**src/sv/hsv2rgb_pkg.sv**
```systemverilog
// ============================================================================
// HSV to RGB conversion package
// Default widths and the hue sector codes shared by the pipeline stages.
// ============================================================================
package hsv2rgb_pkg;

    // Default width of saturation, value, alpha and the color channels.
    localparam int COMPONENT_BITS_DEF = 8;

    // Default width of the hue fraction of a turn.
    localparam int HUE_BITS_DEF = 16;

    // Sixth of the color wheel that a hue falls in.
    typedef enum logic [2:0] {
        SECTOR_RED_YELLOW     = 3'd0,
        SECTOR_YELLOW_GREEN   = 3'd1,
        SECTOR_GREEN_CYAN     = 3'd2,
        SECTOR_CYAN_BLUE      = 3'd3,
        SECTOR_BLUE_MAGENTA   = 3'd4,
        SECTOR_MAGENTA_RED    = 3'd5
    } sector_t;

endpackage

```
**src/sv/hsv2rgb_front.sv**
```systemverilog
// ============================================================================
// HSV to RGB front stage
// Splits hue into a sector and fraction, and forms v*s and v*M.
// ============================================================================
module hsv2rgb_front #(
    parameter int COMPONENT_BITS = hsv2rgb_pkg::COMPONENT_BITS_DEF,
    parameter int HUE_BITS       = hsv2rgb_pkg::HUE_BITS_DEF
) (
    input  logic                          aclk,
    input  logic                          aresetn,
    input  logic                          in_valid,
    output logic                          in_ready,
    input  logic [HUE_BITS-1:0]           hue,
    input  logic [COMPONENT_BITS-1:0]     saturation,
    input  logic [COMPONENT_BITS-1:0]     brightness,
    input  logic [COMPONENT_BITS-1:0]     alpha_in,
    output logic                          out_valid,
    input  logic                          out_ready,
    output hsv2rgb_pkg::sector_t          sector,
    output logic [HUE_BITS-1:0]           frac,
    output logic [2*COMPONENT_BITS-1:0]   vs,
    output logic [2*COMPONENT_BITS-1:0]   vm,
    output logic [COMPONENT_BITS-1:0]     alpha
);
    import hsv2rgb_pkg::*;

    localparam int C = COMPONENT_BITS;
    localparam int H = HUE_BITS;

    logic              valid_reg;
    sector_t           sector_reg;
    sector_t           sector_next;
    logic [H-1:0]      frac_reg;
    logic [H-1:0]      frac_next;
    logic [2*C-1:0]    vs_reg;
    logic [2*C-1:0]    vs_next;
    logic [2*C-1:0]    vm_reg;
    logic [2*C-1:0]    vm_next;
    logic [C-1:0]      alpha_reg;
    logic [H+2:0]      hue6;

    // The stage takes a new transfer when it is empty or its content moves on.
    assign in_ready = !valid_reg || out_ready;

    // Hue times six by shift and add; the top bits are the sector.
    always_comb begin
        hue6        = {1'b0, hue, 2'b00} + {2'b00, hue, 1'b0};
        sector_next = sector_t'(hue6[H+2:H]);
        frac_next   = hue6[H-1:0];
        vs_next     = {{C{1'b0}}, brightness} * {{C{1'b0}}, saturation};
        vm_next     = {brightness, {C{1'b0}}} - {{C{1'b0}}, brightness};
    end

    always_ff @(posedge aclk) begin
        if (!aresetn) begin
            valid_reg <= 1'b0;
        end else if (in_ready) begin
            valid_reg <= in_valid;
        end
    end

    always_ff @(posedge aclk) begin
        if (in_ready && in_valid) begin
            sector_reg <= sector_next;
            frac_reg   <= frac_next;
            vs_reg     <= vs_next;
            vm_reg     <= vm_next;
            alpha_reg  <= alpha_in;
        end
    end

    assign out_valid = valid_reg;
    assign sector    = sector_reg;
    assign frac      = frac_reg;
    assign vs        = vs_reg;
    assign vm        = vm_reg;
    assign alpha     = alpha_reg;

endmodule

```
**src/sv/hsv2rgb_mult.sv**
```systemverilog
// ============================================================================
// HSV to RGB multiply stage
// Multiplies v*s by the hue fraction to give v*s*f.
// ============================================================================
module hsv2rgb_mult #(
    parameter int COMPONENT_BITS = hsv2rgb_pkg::COMPONENT_BITS_DEF,
    parameter int HUE_BITS       = hsv2rgb_pkg::HUE_BITS_DEF
) (
    input  logic                                   aclk,
    input  logic                                   aresetn,
    input  logic                                   in_valid,
    output logic                                   in_ready,
    input  hsv2rgb_pkg::sector_t                   sector_in,
    input  logic [HUE_BITS-1:0]                    frac,
    input  logic [2*COMPONENT_BITS-1:0]            vs_in,
    input  logic [2*COMPONENT_BITS-1:0]            vm_in,
    input  logic [COMPONENT_BITS-1:0]              alpha_in,
    output logic                                   out_valid,
    input  logic                                   out_ready,
    output hsv2rgb_pkg::sector_t                   sector_out,
    output logic [2*COMPONENT_BITS+HUE_BITS-1:0]   vsf,
    output logic [2*COMPONENT_BITS-1:0]            vs_out,
    output logic [2*COMPONENT_BITS-1:0]            vm_out,
    output logic [COMPONENT_BITS-1:0]              alpha_out
);
    import hsv2rgb_pkg::*;

    localparam int C = COMPONENT_BITS;
    localparam int H = HUE_BITS;

    logic                valid_reg;
    sector_t             sector_reg;
    logic [2*C+H-1:0]    vsf_reg;
    logic [2*C+H-1:0]    vsf_next;
    logic [2*C-1:0]      vs_reg;
    logic [2*C-1:0]      vm_reg;
    logic [C-1:0]        alpha_reg;

    assign in_ready = !valid_reg || out_ready;

    // The widest product of the pipeline.
    assign vsf_next = {{H{1'b0}}, vs_in} * {{(2*C){1'b0}}, frac};

    always_ff @(posedge aclk) begin
        if (!aresetn) begin
            valid_reg <= 1'b0;
        end else if (in_ready) begin
            valid_reg <= in_valid;
        end
    end

    always_ff @(posedge aclk) begin
        if (in_ready && in_valid) begin
            sector_reg <= sector_in;
            vsf_reg    <= vsf_next;
            vs_reg     <= vs_in;
            vm_reg     <= vm_in;
            alpha_reg  <= alpha_in;
        end
    end

    assign out_valid  = valid_reg;
    assign sector_out = sector_reg;
    assign vsf        = vsf_reg;
    assign vs_out     = vs_reg;
    assign vm_out     = vm_reg;
    assign alpha_out  = alpha_reg;

endmodule

```
**src/sv/hsv2rgb_level.sv**
```systemverilog
// ============================================================================
// HSV to RGB level stage
// Forms the p, q and t numerators and scales them by the hue range with
// rounding, leaving only the division by the component maximum.
// ============================================================================
module hsv2rgb_level #(
    parameter int COMPONENT_BITS = hsv2rgb_pkg::COMPONENT_BITS_DEF,
    parameter int HUE_BITS       = hsv2rgb_pkg::HUE_BITS_DEF
) (
    input  logic                                   aclk,
    input  logic                                   aresetn,
    input  logic                                   in_valid,
    output logic                                   in_ready,
    input  hsv2rgb_pkg::sector_t                   sector_in,
    input  logic [2*COMPONENT_BITS+HUE_BITS-1:0]   vsf,
    input  logic [2*COMPONENT_BITS-1:0]            vs,
    input  logic [2*COMPONENT_BITS-1:0]            vm,
    input  logic [COMPONENT_BITS-1:0]              alpha_in,
    output logic                                   out_valid,
    input  logic                                   out_ready,
    output hsv2rgb_pkg::sector_t                   sector_out,
    output logic [2*COMPONENT_BITS-1:0]            yp,
    output logic [2*COMPONENT_BITS-1:0]            yq,
    output logic [2*COMPONENT_BITS-1:0]            yt,
    output logic [COMPONENT_BITS-1:0]              alpha_out
);
    import hsv2rgb_pkg::*;

    localparam int C = COMPONENT_BITS;
    localparam int H = HUE_BITS;
    localparam logic [C-1:0]     COMP_MAX = '1;
    // Half of M*F, added so that the later truncations round to nearest.
    localparam logic [2*C+H:0]   ROUND_BIAS = {{(C+H+1){1'b0}}, COMP_MAX} << (H-1);

    logic              valid_reg;
    sector_t           sector_reg;
    logic [2*C-1:0]    yp_reg;
    logic [2*C-1:0]    yp_next;
    logic [2*C-1:0]    yq_reg;
    logic [2*C-1:0]    yq_next;
    logic [2*C-1:0]    yt_reg;
    logic [2*C-1:0]    yt_next;
    logic [C-1:0]      alpha_reg;
    logic [2*C+H:0]    vmf;
    logic [2*C+H:0]    vsf_full;
    logic [2*C+H:0]    vsf_ext;
    logic [2*C+H:0]    p_sum;
    logic [2*C+H:0]    q_sum;
    logic [2*C+H:0]    t_sum;

    assign in_ready = !valid_reg || out_ready;

    // p = v*M*F - v*s*F, q = v*M*F - v*s*f, t = v*M*F - v*s*(F-f).
    // The sums never go negative because s is at most M and f below F.
    always_comb begin
        vmf      = {1'b0, vm, {H{1'b0}}};
        vsf_full = {1'b0, vs, {H{1'b0}}};
        vsf_ext  = {1'b0, vsf};
        p_sum    = vmf - vsf_full + ROUND_BIAS;
        q_sum    = vmf - vsf_ext + ROUND_BIAS;
        t_sum    = vmf - vsf_full + vsf_ext + ROUND_BIAS;
        yp_next  = p_sum[2*C+H-1:H];
        yq_next  = q_sum[2*C+H-1:H];
        yt_next  = t_sum[2*C+H-1:H];
    end

    always_ff @(posedge aclk) begin
        if (!aresetn) begin
            valid_reg <= 1'b0;
        end else if (in_ready) begin
            valid_reg <= in_valid;
        end
    end

    always_ff @(posedge aclk) begin
        if (in_ready && in_valid) begin
            sector_reg <= sector_in;
            yp_reg     <= yp_next;
            yq_reg     <= yq_next;
            yt_reg     <= yt_next;
            alpha_reg  <= alpha_in;
        end
    end

    assign out_valid  = valid_reg;
    assign sector_out = sector_reg;
    assign yp         = yp_reg;
    assign yq         = yq_reg;
    assign yt         = yt_reg;
    assign alpha_out  = alpha_reg;

endmodule

```
**src/sv/hsv2rgb_place.sv**
```systemverilog
// ============================================================================
// HSV to RGB placement stage
// Divides the scaled levels by the component maximum and places v, p, q
// and t on the red, green and blue outputs by sector.
// ============================================================================
module hsv2rgb_place #(
    parameter int COMPONENT_BITS = hsv2rgb_pkg::COMPONENT_BITS_DEF
) (
    input  logic                          aclk,
    input  logic                          aresetn,
    input  logic                          in_valid,
    output logic                          in_ready,
    input  hsv2rgb_pkg::sector_t          sector,
    input  logic [2*COMPONENT_BITS-1:0]   yp,
    input  logic [2*COMPONENT_BITS-1:0]   yq,
    input  logic [2*COMPONENT_BITS-1:0]   yt,
    input  logic [COMPONENT_BITS-1:0]     alpha_in,
    output logic                          out_valid,
    input  logic                          out_ready,
    output logic [COMPONENT_BITS-1:0]     red,
    output logic [COMPONENT_BITS-1:0]     green,
    output logic [COMPONENT_BITS-1:0]     blue,
    output logic [COMPONENT_BITS-1:0]     alpha_out
);
    import hsv2rgb_pkg::*;

    localparam int C = COMPONENT_BITS;
    localparam logic [C-1:0] COMP_MAX = '1;

    logic            valid_reg;
    logic [C-1:0]    red_reg;
    logic [C-1:0]    red_next;
    logic [C-1:0]    green_reg;
    logic [C-1:0]    green_next;
    logic [C-1:0]    blue_reg;
    logic [C-1:0]    blue_next;
    logic [C-1:0]    alpha_reg;
    logic [C-1:0]    lvl_v;
    logic [C-1:0]    lvl_p;
    logic [C-1:0]    lvl_q;
    logic [C-1:0]    lvl_t;

    // Division by 2^C-1: y = hi*2^C + lo = hi*M + (hi + lo), and hi + lo
    // is at most 2M, so the quotient is hi plus a correction of 0, 1 or 2.
    function automatic logic [C-1:0] div_by_max(input logic [2*C-1:0] y);
        logic [C-1:0] hi;
        logic [C:0]   fold;
        logic [1:0]   corr;
        hi   = y[2*C-1:C];
        fold = {1'b0, hi} + {1'b0, y[C-1:0]};
        if (fold >= {COMP_MAX, 1'b0}) begin
            corr = 2'd2;
        end else if (fold >= {1'b0, COMP_MAX}) begin
            corr = 2'd1;
        end else begin
            corr = 2'd0;
        end
        return hi + {{(C-2){1'b0}}, corr};
    endfunction

    // In q + t - p the s terms cancel, leaving v*M plus a rounding offset
    // of at most M/2 + 1, so its division by M gives exactly v.
    function automatic logic [C-1:0] lvl_v_from(input logic [2*C-1:0] sp,
                                                input logic [2*C-1:0] sq,
                                                input logic [2*C-1:0] st);
        logic [2*C+1:0] sum;
        sum = {2'b00, sq} + {2'b00, st} - {2'b00, sp};
        return div_by_max(sum[2*C-1:0]);
    endfunction

    assign in_ready = !valid_reg || out_ready;

    // Final levels; the value level is recovered from the other three.
    always_comb begin
        lvl_p = div_by_max(yp);
        lvl_q = div_by_max(yq);
        lvl_t = div_by_max(yt);
        lvl_v = lvl_v_from(yp, yq, yt);
    end

    // Sector placement of v, t, p and q onto the three channels.
    always_comb begin
        case (sector)
            SECTOR_RED_YELLOW: begin
                red_next = lvl_v; green_next = lvl_t; blue_next = lvl_p;
            end
            SECTOR_YELLOW_GREEN: begin
                red_next = lvl_q; green_next = lvl_v; blue_next = lvl_p;
            end
            SECTOR_GREEN_CYAN: begin
                red_next = lvl_p; green_next = lvl_v; blue_next = lvl_t;
            end
            SECTOR_CYAN_BLUE: begin
                red_next = lvl_p; green_next = lvl_q; blue_next = lvl_v;
            end
            SECTOR_BLUE_MAGENTA: begin
                red_next = lvl_t; green_next = lvl_p; blue_next = lvl_v;
            end
            default: begin
                red_next = lvl_v; green_next = lvl_p; blue_next = lvl_q;
            end
        endcase
    end

    always_ff @(posedge aclk) begin
        if (!aresetn) begin
            valid_reg <= 1'b0;
        end else if (in_ready) begin
            valid_reg <= in_valid;
        end
    end

    always_ff @(posedge aclk) begin
        if (in_ready && in_valid) begin
            red_reg   <= red_next;
            green_reg <= green_next;
            blue_reg  <= blue_next;
            alpha_reg <= alpha_in;
        end
    end

    assign out_valid = valid_reg;
    assign red       = red_reg;
    assign green     = green_reg;
    assign blue      = blue_reg;
    assign alpha_out = alpha_reg;

endmodule

```
**src/sv/hsv_to_rgb_convert_top.sv**
```systemverilog
// ============================================================================
// HSV to RGB conversion, top level
// Channel   Direction  Handshake          Payload
// s_        input      s_valid / s_ready  s_hue, s_saturation, s_brightness,
//                                         s_alpha_in
// m_        output     m_valid / m_ready  m_red, m_green, m_blue, m_alpha_out
//
// One pixel is accepted every clock cycle while nothing stalls; a pixel
// reaches m_ after passing through four register stages (sector
// split, v*s*f multiply, level scaling, and division with sector placement).
// The v*s*f multiply sets the depth of the stage that holds it.
// A stall on m_ready fills the empty stages first and then holds s_ready low.
// Reset clears the stage valid bits only.
// ============================================================================
module hsv_to_rgb_convert_top #(
    parameter int COMPONENT_BITS = hsv2rgb_pkg::COMPONENT_BITS_DEF,
    parameter int HUE_BITS       = hsv2rgb_pkg::HUE_BITS_DEF
) (
    input  logic                        aclk,
    input  logic                        aresetn,
    input  logic                        s_valid,
    output logic                        s_ready,
    input  logic [HUE_BITS-1:0]         s_hue,
    input  logic [COMPONENT_BITS-1:0]   s_saturation,
    input  logic [COMPONENT_BITS-1:0]   s_brightness,
    input  logic [COMPONENT_BITS-1:0]   s_alpha_in,
    output logic                        m_valid,
    input  logic                        m_ready,
    output logic [COMPONENT_BITS-1:0]   m_red,
    output logic [COMPONENT_BITS-1:0]   m_green,
    output logic [COMPONENT_BITS-1:0]   m_blue,
    output logic [COMPONENT_BITS-1:0]   m_alpha_out
);
    import hsv2rgb_pkg::*;

    localparam int C = COMPONENT_BITS;
    localparam int H = HUE_BITS;

    // Stage one to two.
    logic              fr_valid;
    logic              fr_ready;
    sector_t           fr_sector;
    logic [H-1:0]      fr_frac;
    logic [2*C-1:0]    fr_vs;
    logic [2*C-1:0]    fr_vm;
    logic [C-1:0]      fr_alpha;

    // Stage two to three.
    logic              mu_valid;
    logic              mu_ready;
    sector_t           mu_sector;
    logic [2*C+H-1:0]  mu_vsf;
    logic [2*C-1:0]    mu_vs;
    logic [2*C-1:0]    mu_vm;
    logic [C-1:0]      mu_alpha;

    // Stage three to four.
    logic              lv_valid;
    logic              lv_ready;
    sector_t           lv_sector;
    logic [2*C-1:0]    lv_yp;
    logic [2*C-1:0]    lv_yq;
    logic [2*C-1:0]    lv_yt;
    logic [C-1:0]      lv_alpha;

    hsv2rgb_front #(
        .COMPONENT_BITS (C),
        .HUE_BITS       (H)
    ) u_front (
        .aclk       (aclk),
        .aresetn    (aresetn),
        .in_valid   (s_valid),
        .in_ready   (s_ready),
        .hue        (s_hue),
        .saturation (s_saturation),
        .brightness (s_brightness),
        .alpha_in   (s_alpha_in),
        .out_valid  (fr_valid),
        .out_ready  (fr_ready),
        .sector     (fr_sector),
        .frac       (fr_frac),
        .vs         (fr_vs),
        .vm         (fr_vm),
        .alpha      (fr_alpha)
    );

    hsv2rgb_mult #(
        .COMPONENT_BITS (C),
        .HUE_BITS       (H)
    ) u_mult (
        .aclk       (aclk),
        .aresetn    (aresetn),
        .in_valid   (fr_valid),
        .in_ready   (fr_ready),
        .sector_in  (fr_sector),
        .frac       (fr_frac),
        .vs_in      (fr_vs),
        .vm_in      (fr_vm),
        .alpha_in   (fr_alpha),
        .out_valid  (mu_valid),
        .out_ready  (mu_ready),
        .sector_out (mu_sector),
        .vsf        (mu_vsf),
        .vs_out     (mu_vs),
        .vm_out     (mu_vm),
        .alpha_out  (mu_alpha)
    );

    hsv2rgb_level #(
        .COMPONENT_BITS (C),
        .HUE_BITS       (H)
    ) u_level (
        .aclk       (aclk),
        .aresetn    (aresetn),
        .in_valid   (mu_valid),
        .in_ready   (mu_ready),
        .sector_in  (mu_sector),
        .vsf        (mu_vsf),
        .vs         (mu_vs),
        .vm         (mu_vm),
        .alpha_in   (mu_alpha),
        .out_valid  (lv_valid),
        .out_ready  (lv_ready),
        .sector_out (lv_sector),
        .yp         (lv_yp),
        .yq         (lv_yq),
        .yt         (lv_yt),
        .alpha_out  (lv_alpha)
    );

    hsv2rgb_place #(
        .COMPONENT_BITS (C)
    ) u_place (
        .aclk      (aclk),
        .aresetn   (aresetn),
        .in_valid  (lv_valid),
        .in_ready  (lv_ready),
        .sector    (lv_sector),
        .yp        (lv_yp),
        .yq        (lv_yq),
        .yt        (lv_yt),
        .alpha_in  (lv_alpha),
        .out_valid (m_valid),
        .out_ready (m_ready),
        .red       (m_red),
        .green     (m_green),
        .blue      (m_blue),
        .alpha_out (m_alpha_out)
    );

endmodule

```
**config.mk**
```make
export PLATFORM = sky130hd
export DESIGN_NAME = hsv_to_rgb_convert_top
export DESIGN_NICKNAME = d
export VERILOG_FILES = /design/src/sv/hsv2rgb_pkg.sv /design/src/sv/hsv2rgb_front.sv /design/src/sv/hsv2rgb_mult.sv /design/src/sv/hsv2rgb_level.sv /design/src/sv/hsv2rgb_place.sv /design/src/sv/hsv_to_rgb_convert_top.sv
export SDC_FILE = /design/constraint.sdc
export NUM_CORES = 1
export LEC_CHECK = 0
export BUFFER_PORTS_ARGS = -buffer_cell sky130_fd_sc_hd__buf_2
export CAP_MARGIN = 15
export CELL_PAD_IN_SITES_DETAIL_PLACEMENT = 1
export CELL_PAD_IN_SITES_GLOBAL_PLACEMENT = 1
export CORE_UTILIZATION = 35
export CTS_CLUSTER_SIZE = 20
export DETAILED_ROUTE_END_ITERATION = 10
export HOLD_SLACK_MARGIN = 0.02
export PLACE_DENSITY_LB_ADDON = 0.1
export REMOVE_ABC_BUFFERS = 1
export SLEW_MARGIN = 20
export SYNTH_ARGS = -nofsm -noshare
export SYNTH_HDL_FRONTEND = slang
export SYNTH_SLANG_ARGS = --single-unit
```
**constraint.sdc**
```tcl
create_clock -name aclk -period 6.6 [get_ports aclk]
set_input_delay 0.66 -clock aclk [delete_from_list [all_inputs] [get_ports aclk]]
set_output_delay 0.66 -clock aclk [all_outputs]
set_load 0.005 [all_outputs]
```
==> key figures <==
Status
  – Outcome: complete, no violations

Floorplan
  – CORE AREA: 68600 µm²
  – Starting density of the core: between 30% and 40%
  – Horizontal die dimension: between 200 and 300 µm
  – Die Footprint: roughly 70000 µm²
  – Top Ports: 78
  – Vertical die dimension: 265 µm
  – Rows: 96

Synth
  – Top-count cell post-synth: inv_1
  – Dominant synthesized flop cell: edfxtp_1
  – XOR/XNOR Fraction of Synth Area: just over 6%
  – Count of mapped cells out of synthesis: 2437
  – Main combinational cell family by area after synthesis: adder cells
  – Synthesis warning total: 0
  – Area fraction in and, or, nand and nor cells after synthesis: 13.7%
  – Synth Register Bits: between 200 and 250
  – Number of distinct library cells after synthesis: 75
  – Fraction of registers with async set/reset: 0%
  – Multiplexer area fraction after synthesis: less than 1%
  – Most frequent cells after synthesis: inv_1, ha_1, nand2_1, fa_1, edfxtp_1
  – Compound-cell area share of the yosys netlist: under 10%
  – Post-synth EDFFs: 223
  – Top cells by area in the synthesized netlist: edfxtp_1, fa_1, ha_1, inv_1, xnor2_1
  – Post-Syn Area per Cell: 9.94 µm²
  – Portion of synthesized cell area occupied by the leading cell type: between 20 and 30%
  – Sequential cell area fraction in the yosys report: 28.0%
  – Post-synthesis adder-cell area fraction: 35.3%
  – Post-synthesis cell area: ~24000 µm²
  – Cell taking the most area after synthesis: edfxtp_1

Clock tree
  – CTS clk-pin slew, worst paths: approximately 70 ps
  – Max clock buf depth: 3
  – Total clock sinks: roughly 230
  – CTS tree: yes
  – Root Buffer: clkbuf_16
  – Post-CTS Hold Fix Bufs: 0
  – Clock latency at the later pin of the worst-skew pair: around 560 ps
  – CTS HTree Levels: 1
  – Inserted Clock Buffers: 28

STA
  – Worst-Margin Slew: between 800 and 900 ps
  – Pins Over Slew Limit: 0
  – Max-slew headroom: 41.6%
  – Highest Clock Rate: ~0.15 GHz
  – Setup repair after global routing missed its margin: yes
  – Post-route minimum period: ~6500 ps
  – Setup-failing EPs final: 0
  – Final worst path period share: ~98%
  – Fin. Hold Viols: 0
  – Maximum clock skew at final layout: 20.3 ps

Layout
  – Antenna Cells: 0
  – Max reg flops: 31
  – Fraction of final layout cells sized beyond drive strength 1: 11.9%
  – Final core area utilization: 40.5%
  – Net count reported at finish: 3193
  – Area overhead of the layout relative to synthesis: 14.6%

Detailed routing
  – Detailed-route vias per instance: about 4.8
  – Wirelength per Cell: 17.6 µm
  – Number of iterations in the first detailed-routing pass: 4
  – Number of design rule violations left after detail routing: 0
  – Aggregate routed wire length: 62800 µm
  – Antenna-violating nets left: 0
  – Count of vias placed by the detailed router: between 15000 and 20000
  – Initial DRC count: 455

Min path
  – Class of the tightest hold or removal check: in2reg

Placed design
  – Routability-driven placement congestion ratio: between 0.8 and 0.9
  – Detailed Place HPWL: around 53000 µm
  – Port Buffer Count: slightly below 80

GRT
  – Number of antenna violations at the first check in global routing: 0
  – Global-route wire length before repair: between 100000 and 150000 µm
  – Final global-route overflow total: 0
  – Largest net degree at the start of global routing: 67
  – All-layer global routing usage: between 10% and 20%
  – Vias in the first global route: 18800

Critical path
  – Nature of the critical path endpoint: flip-flop
  – Maximum cell stage delay along the critical path: 570 ps
  – Setup CP Type: reg2reg
  – Setup slack of the worst register-to-register path: between 100 and 150 ps
  – Cell seen most often among critical-path stages: mux2i_1
  – Required @ worst endpoint: roughly 6900 ps
  – Type of element launching the critical path: flip-flop
  – Data arrival time of the worst path: 6790 ps
  – Largest fanout on the critical path: 4
  – Slowest-stage cell, CP: fa_1

Flow run
  – Max-cap violations: 0
cells in the final DEF, fill, tap and decap left out, types with 8 or more instances in the layout:
| cell type | instances |
|---|---|
| a31oi_1 | 12 |
| o21ai_1 | 12 |
| o21ai_0 | 64 |
| nand3_1 | 35 |
| and3_1 | 13 |
| a211oi_1 | 10 |
| fa_1 | 240 |
| nor2_1 | 94 |
| and2_1 | 138 |
| a21boi_0 | 8 |
| a21o_1 | 33 |
| a21oi_2 | 10 |
| o211ai_1 | 8 |
| nand2b_1 | 13 |
| clkbuf_16 | 29 |
| buf_4 | 118 |
| nor2b_1 | 28 |
| nor4_1 | 8 |
| o21bai_1 | 15 |
| nand2_1 | 255 |
| mux2i_1 | 20 |
| xnor2_1 | 106 |
| o21a_1 | 12 |
| nor3_1 | 41 |
| ha_1 | 291 |
| or3_1 | 12 |
| inv_1 | 421 |
| a21oi_1 | 86 |
| edfxtp_1 | 223 |
| xor2_1 | 53 |
| buf_2 | 77 |
logic make-up after synthesis:
| family | after synthesis |
|---|---|
| AO/OA/AOI/OAI | 329 |
| XOR/XNOR | 166 |
| adder cells (fa/ha/maj) | 537 |
| buffers and inverters | 479 |
| flip-flops | 227 |
| multiplexers | 21 |
| AND/OR/NAND/NOR | 678 |
worst paths after layout:
check                                startpoint                        endpoint  cells after the start
hold / removal                    s_alpha_in[7]      u_front.alpha[7]$_DFFE_PP_                      1
setup reg to reg        u_level.yp[1]$_DFFE_PP_        u_place.red[6]$_DFFE_PP_                     25
setup / recovery        u_level.yp[1]$_DFFE_PP_        u_place.red[6]$_DFFE_PP_                     25
hold reg to reg   u_mult.alpha_out[3]$_DFFE_PP_  u_level.alpha_out[3]$_DFFE_PP_                      0
critical path: cells and delay by family (launching register included):
family	cells	cell delay [ps]
flops	1	420
buf+inv	2	90
fa+ha+maj	5	1830
compound gates	6	1260
xor+xnor	2	340
mux	3	590
simple gates	7	1710
layer usage:
layer / up-vias / GRT usage (%) / wire, µm
li1: 8386 / - / -
met1: 8494 / 21.9 / 27400
met2: 141 / 33.8 / 32600
met3: 82 / 1.61 / 1100
met4: 0 / 5.12 / 1790
met5: - / 0 / 0
through the flow:
stage	instances	TNS (ps)	hold WS (ps)	worst slack, ps	cell area, µm²
global placement	3476	-61.6	401	-33.8	26300
CTS	3537	0	236	2.38	27400
finish	3565	0	269	101	27800
floorplan	2383	-26080	400	-352	24000
detailed placement	3476	-1150	406	-220	26300
global route	3565	-807	241	-240	27800
area by class of cell:
type                       instances  area [µm²]
tap                              931        1160
clock buffer                      30         729
clock inverter                    22         272
inverter                         425        1600
sequential                       227        6780
multi-input combinational       1731       15900
timing repair buffer             199        1330
fill                            7691       40800
what timing repair did:
item / CTS / global route
buffers inserted: 9 / 29
gates resized for setup: 12 / 38
gates cloned: 0 / 0
endpoints found under the hold margin: 0 / 0
endpoints found under the setup margin: 8 / 21
pin swaps: 12 / 27
Power is left out: the tool's default activity adds up to more than one toggle a clock period on the data nets, which glitch-free logic cannot reach.
